--- src/hw/rtl/odo_pkg.sv ---
`timescale 1ns / 1ps
// ----------------------------------------------------------------------------
// Odometry package
// Shared types, fixed-point constants and saturation helpers for the
// differential-drive odometry block.
// ----------------------------------------------------------------------------
package odo_pkg;

	typedef enum logic [1:0] {
		OP_POS,
		OP_LEFT,
		OP_RIGHT,
		OP_CLEAR
	} op_t;

	localparam logic [1:0] REG_MM_PER_TICK = 2'd0;
	localparam logic [1:0] REG_AXIS        = 2'd1;
	localparam logic [1:0] REG_HALF_AXIS   = 2'd2;

	localparam logic [31:0] MM_PER_TICK_RST = 32'd65536;

	// Angles in Q3.30.
	localparam logic [32:0] TWO_PI_Q30  = 33'd6746518852;
	localparam logic [32:0] PI_Q30      = 33'd3373259426;
	localparam logic [32:0] HALF_PI_Q30 = 33'd1686629713;
	localparam logic [33:0] GAIN_Q30    = 34'd652032874;

	localparam logic [31:0] DEG_MUL     = 32'd4068;
	localparam logic [31:0] DEG_FRAC    = 32'd60492467;

	localparam logic [29:0] ATAN_Q30 [32] = '{
		30'd843314856, 30'd497837829, 30'd263043836, 30'd133525158, 30'd67021686,
		30'd33543515, 30'd16775850, 30'd8388437, 30'd4194282, 30'd2097149,
		30'd1048575, 30'd524287, 30'd262143, 30'd131071, 30'd65535, 30'd32767,
		30'd16383, 30'd8191, 30'd4095, 30'd2047, 30'd1023, 30'd511, 30'd255,
		30'd127, 30'd63, 30'd31, 30'd15, 30'd8, 30'd4, 30'd2, 30'd1, 30'd0
	};

	// Where the product is cut and rounded.
	typedef enum logic [1:0] {
		SH_NONE,
		SH_32,
		SH_52
	} mac_shift_t;

	typedef struct packed {
		logic       neg;
		logic [63:0] a_mag;
		logic [31:0] b_mag;
		mac_shift_t shift;
	} mac_req_t;

	function automatic logic [63:0] mag64(input logic signed [65:0] v);
		logic signed [65:0] n;
		n = -v;
		return v[65] ? n[63:0] : v[63:0];
	endfunction

	function automatic logic signed [47:0] sat48(input logic signed [65:0] v);
		if ((&v[65:47]) || !(|v[65:47])) begin
			return v[47:0];
		end
		return v[65] ? {1'b1, 47'd0} : {1'b0, {47{1'b1}}};
	endfunction

	function automatic logic signed [31:0] sat32(input logic signed [65:0] v);
		if ((&v[65:31]) || !(|v[65:31])) begin
			return v[31:0];
		end
		return v[65] ? {1'b1, 31'd0} : {1'b0, {31{1'b1}}};
	endfunction

	function automatic logic signed [17:0] sat18(input logic signed [65:0] v);
		if ((&v[65:17]) || !(|v[65:17])) begin
			return v[17:0];
		end
		return v[65] ? {1'b1, 17'd0} : {1'b0, {17{1'b1}}};
	endfunction

endpackage

--- src/hw/rtl/odo_mac.sv ---
`timescale 1ns / 1ps
// ----------------------------------------------------------------------------
// Odometry multiply unit
// One 32x32 multiplier, used twice per request to build a 64x32 product,
// then cut and rounded half away from zero where a shift is selected, and signed.
// ----------------------------------------------------------------------------
module odo_mac (
	input  logic               clk,
	input  logic               arst_n,
	input  logic               start,
	input  odo_pkg::mac_req_t  req,
	output logic               done,
	output logic signed [65:0] res
);

	typedef enum logic [1:0] {
		MP_IDLE,
		MP_LOW,
		MP_HIGH,
		MP_ROUND
	} phase_t;

	phase_t             phase_q;
	logic               done_q;
	odo_pkg::mac_req_t  req_q;
	logic [95:0]        acc_q;
	logic signed [65:0] res_q;

	logic [31:0] mul_a;
	logic [63:0] prod;
	logic [64:0] rnd;

	always_comb begin
		mul_a = (phase_q == MP_HIGH) ? req_q.a_mag[63:32] : req_q.a_mag[31:0];
		prod  = 64'(mul_a) * 64'(req_q.b_mag);
		unique case (req_q.shift)
			odo_pkg::SH_32: rnd = 65'(acc_q[95:32]) + 65'(acc_q[31]);
			odo_pkg::SH_52: rnd = 65'(acc_q[95:52]) + 65'(acc_q[51]);
			default:        rnd = acc_q[64:0];
		endcase
	end

	always_ff @(posedge clk or negedge arst_n) begin
		if (!arst_n) begin
			phase_q <= MP_IDLE;
			done_q  <= 1'b0;
		end else begin
			done_q <= 1'b0;
			unique case (phase_q)
				MP_IDLE:  if (start) phase_q <= MP_LOW;
				MP_LOW:   phase_q <= MP_HIGH;
				MP_HIGH:  phase_q <= MP_ROUND;
				MP_ROUND: begin
					done_q  <= 1'b1;
					phase_q <= MP_IDLE;
				end
				default:  phase_q <= MP_IDLE;
			endcase
		end
	end

	always_ff @(posedge clk) begin
		if (phase_q == MP_IDLE && start) begin
			req_q <= req;
		end
		if (phase_q == MP_LOW) begin
			acc_q <= 96'(prod);
		end
		if (phase_q == MP_HIGH) begin
			acc_q <= acc_q + {prod, 32'd0};
		end
		if (phase_q == MP_ROUND) begin
			res_q <= req_q.neg ? -$signed({1'b0, rnd}) : $signed({1'b0, rnd});
		end
	end

	assign done = done_q;
	assign res  = res_q;

endmodule

--- config.mk ---
export PLATFORM = sky130hd
export DESIGN_NAME = odo_mac
export DESIGN_NICKNAME = d
export VERILOG_FILES = /design/src/hw/rtl/odo_pkg.sv /design/src/hw/rtl/odo_mac.sv
export SDC_FILE = /design/constraint.sdc
export NUM_CORES = 2
export LEC_CHECK = 0
export BUFFER_PORTS_ARGS = -buffer_cell sky130_fd_sc_hd__buf_2
export CAP_MARGIN = 15
export CORE_ASPECT_RATIO = 2
export CORE_UTILIZATION = 32
export CTS_CLUSTER_DIAMETER = 40
export DETAILED_ROUTE_END_ITERATION = 6
export HOLD_SLACK_MARGIN = 0.08
export PLACE_DENSITY_LB_ADDON = 0.05
export RECOVER_POWER = 25
export SLEW_MARGIN = 25
export SYNTH_ARGS = -nofsm -noshare
export SYNTH_HDL_FRONTEND = slang
export SYNTH_SLANG_ARGS = --single-unit
export TNS_END_PERCENT = 100
--- constraint.sdc ---
create_clock -name clk -period 16.6 [get_ports clk]
set_input_delay 2.49 -clock clk [delete_from_list [all_inputs] [get_ports clk]]
set_output_delay 2.49 -clock clk [all_outputs]
set_load 0.01 [all_outputs]
==> results.ini <==
[floorplanning]
die_w_um=285
ios=169
rows=207
start_util_pct=32.2
die_area_um2=161000
coreArea_um2=159000
die_h_um=567

[finish]
area.growth.synth_to_final_pct=9.43
multiInputGateArea_um2=38500
final_nets=6827
fin_area_um2=55900
area.sequential_um2=7910
nFillCells=16400
drive_above_1_share_pct=7.90

[synthesis]
ys_seq_elements=264
synth.distinct_cells=80
synthesis.nets=6817
ys_seq_area_share_pct=15.5
yosysMostFrequentCell=inv_1
synth_top_area_cell=fa_1
synth_top_area_share_pct=35.1
ys_top_cells_by_count=inv_1, fa_1, nand2_1
async_reset_ff_share_pct=1.14
synthFlopType=edfxtp_1
avgSynthCellArea_um2=9.34
yosys-top-cells-area=fa_1, edfxtp_1, ha_1
netlist_instances=5469
yosysWarnings=0
synthesis.area_um2=51100
synth-edff-count=261

[global_routing]
grt_first_pass_wirelength_um=303000
antenna_found_initial=8
grt_pass1_vias=43900
track_usage_pct=26.5
gr-total-overflow=0
grt_start_max_net_pins=62

[clock_network]
insertion_delay_ns=0.68
post-cts-setup-buffer-count=0
cts_buffer_depth=3
htreeDepth=2
cts-resized-gates=0
cts_sinks=264
cts-root-buf=clkbuf_16
cts_made_buffers=48
hold_buffers=0
cts_tree=done
clkTransAtPathRegs_ns=0.06

[drt]
ant_nets=0
vias=39100
vias_per_cell=5.13
wire_per_inst_um=27.9
drt_iter0_drc=1756
routed_wl_um=212000
first_pass_iters=7
drc_errors=0

[sta]
fin_skew_ns=0.0469
fin_crit_sh_pct=77.4
rsz0062_at_grt=false
hold_viol=0
setup_viol=0
fin_tns_setup_ns=0
final-max-slew-violation-count=83
timing.hold.ws_ns=0.625
fmax_ghz=0.0779
post-route-min-period_ns=12.84
slew_headroom_pct=-70.5
worst_pin_slew_ns=2.56

[setup_path]
critical_path_arrival_ns=13.27
crit_fanout=45
cp.required_ns=17.02
worstSetupStartpointType=flop
cp_slowest_cell=a211oi_1
cpMostUsedCell=fa_1
slowest_delay_ns=0.75
end_kind=flop
critPathKind=flop to flop

[placed_design]
placed_cell_area_um2=54200
numPortBuffers=168
gp_congestion=0.967
dp_hpwl_um=173000

[run_status]
failed_checks=capacitance limit, slew limit
status=finished, violations left

[job]
cap_violations=2

[worst_hold_path]
hp-class=flop to flop

==> placed cells by master, fill, tap and decap left out, drive strengths merged, types with 13 or more instances in the layout <==
| cell | n |
|---|---|
| nor3 | 61 |
| ha | 349 |
| a21oi | 152 |
| o21ai | 125 |
| nand2b | 25 |
| edfxtp | 261 |
| mux2 | 62 |
| o31ai | 28 |
| a211oi | 14 |
| clkbuf | 55 |
| o21a | 25 |
| fa | 897 |
| or3 | 32 |
| nand3 | 70 |
| buf | 263 |
| xnor2 | 161 |
| nor2 | 103 |
| o211ai | 17 |
| o221ai | 13 |
| a31oi | 29 |
| nand2 | 666 |
| a21o | 86 |
| nor2b | 44 |
| inv | 966 |
| and3 | 27 |
| nand4 | 62 |
| and2 | 603 |
| o21bai | 14 |
| nor4 | 35 |
| xor2 | 80 |
==> worst max-delay path: cells and delay by family, from the launching register on <==
family	cells	cell delay [ns]
xor gates and xnor gates	1	0.22
buffers and inverters	7	1.03
adders and majority gates	11	5.48
muxes	2	0.75
AOI/OAI and AO/OA	8	2.95
and+or+nand+nor	8	1.65
DFF	1	0.40
==> stage by stage <==
stage,setup WS [ns],cells,utilization (%)
CTS,3.55,7609,35.2
floorplan,5.43,5469,-
global route,3.00,7610,35.2
finish,3.76,7613,35.2
detailed placement,3.59,7519,34.1
global placement,3.75,7519,34.1
==> per-layer routing <==
| layer | vias up | wire (um) | global-route usage (%) |
|---|---|---|---|
| met5 | - | 0 | 0 |
| met1 | 20300 | 63000 | 22.6 |
| met4 | 0 | 20500 | 21.4 |
| li1 | 17300 | - | - |
| met3 | 513 | 5010 | 2.13 |
| met2 | 1020 | 124000 | 54.2 |
==> final cells by class <==
class,instances,share of cell area [%]
multi-input combinational,3947,68.8
timing repair buffer,266,2.83
clock inverter,38,0.958
tap,2090,4.68
sequential,264,14.1
antenna,4,0.0179
clock buffer,52,2.17
inverter,952,6.39
==> sequential cells by signal, indices dropped and copies added, names as in the netlist <==
register	count
res	66
acc_q	96
done	1
phase_q	2
req_q	99
==> worst paths after layout <==
kind / slack (ns) / start / endpoint / cells after the start
worst max-delay path: 3.76 / phase_q[0]$_DFFE_PN0P_ / acc_q[95]$_SDFFCE_PN0P_ / 37
worst min-delay path: 0.62 / acc_q[0]$_DFFE_PP_ / res[0]$_DFFE_PP_ / 2
worst max register to register: 3.76 / phase_q[0]$_DFFE_PN0P_ / acc_q[95]$_SDFFCE_PN0P_ / 37
worst min register to register: 0.62 / acc_q[0]$_DFFE_PP_ / res[0]$_DFFE_PP_ / 2
max in group asynchronous: 14.74 / arst_n / done$_DFF_PN0_ / 1
min in group asynchronous: 1.65 / arst_n / phase_q[0]$_DFFE_PN0P_ / 1
==> kinds of logic (layout without fill, tap and decap cells) <==
family                   after synthesis  in the layout  synth area share (%)
other                                  0              4                     0
adder cells (fa/ha/maj)             1246           1246                  43.7
buffers and inverters               1258           1308                  9.27
XOR/XNOR                             241            241                  4.13
AND/OR/NAND/NOR                     1787           1787                  18.2
flip-flops                           264            264                  15.5
AO/OA/AOI/OAI                        599            599                  7.66
multiplexers                          74             74                  1.60
Power is not shown: default switching activity piles up to over one toggle a cycle in this logic, so the estimate is an artifact.
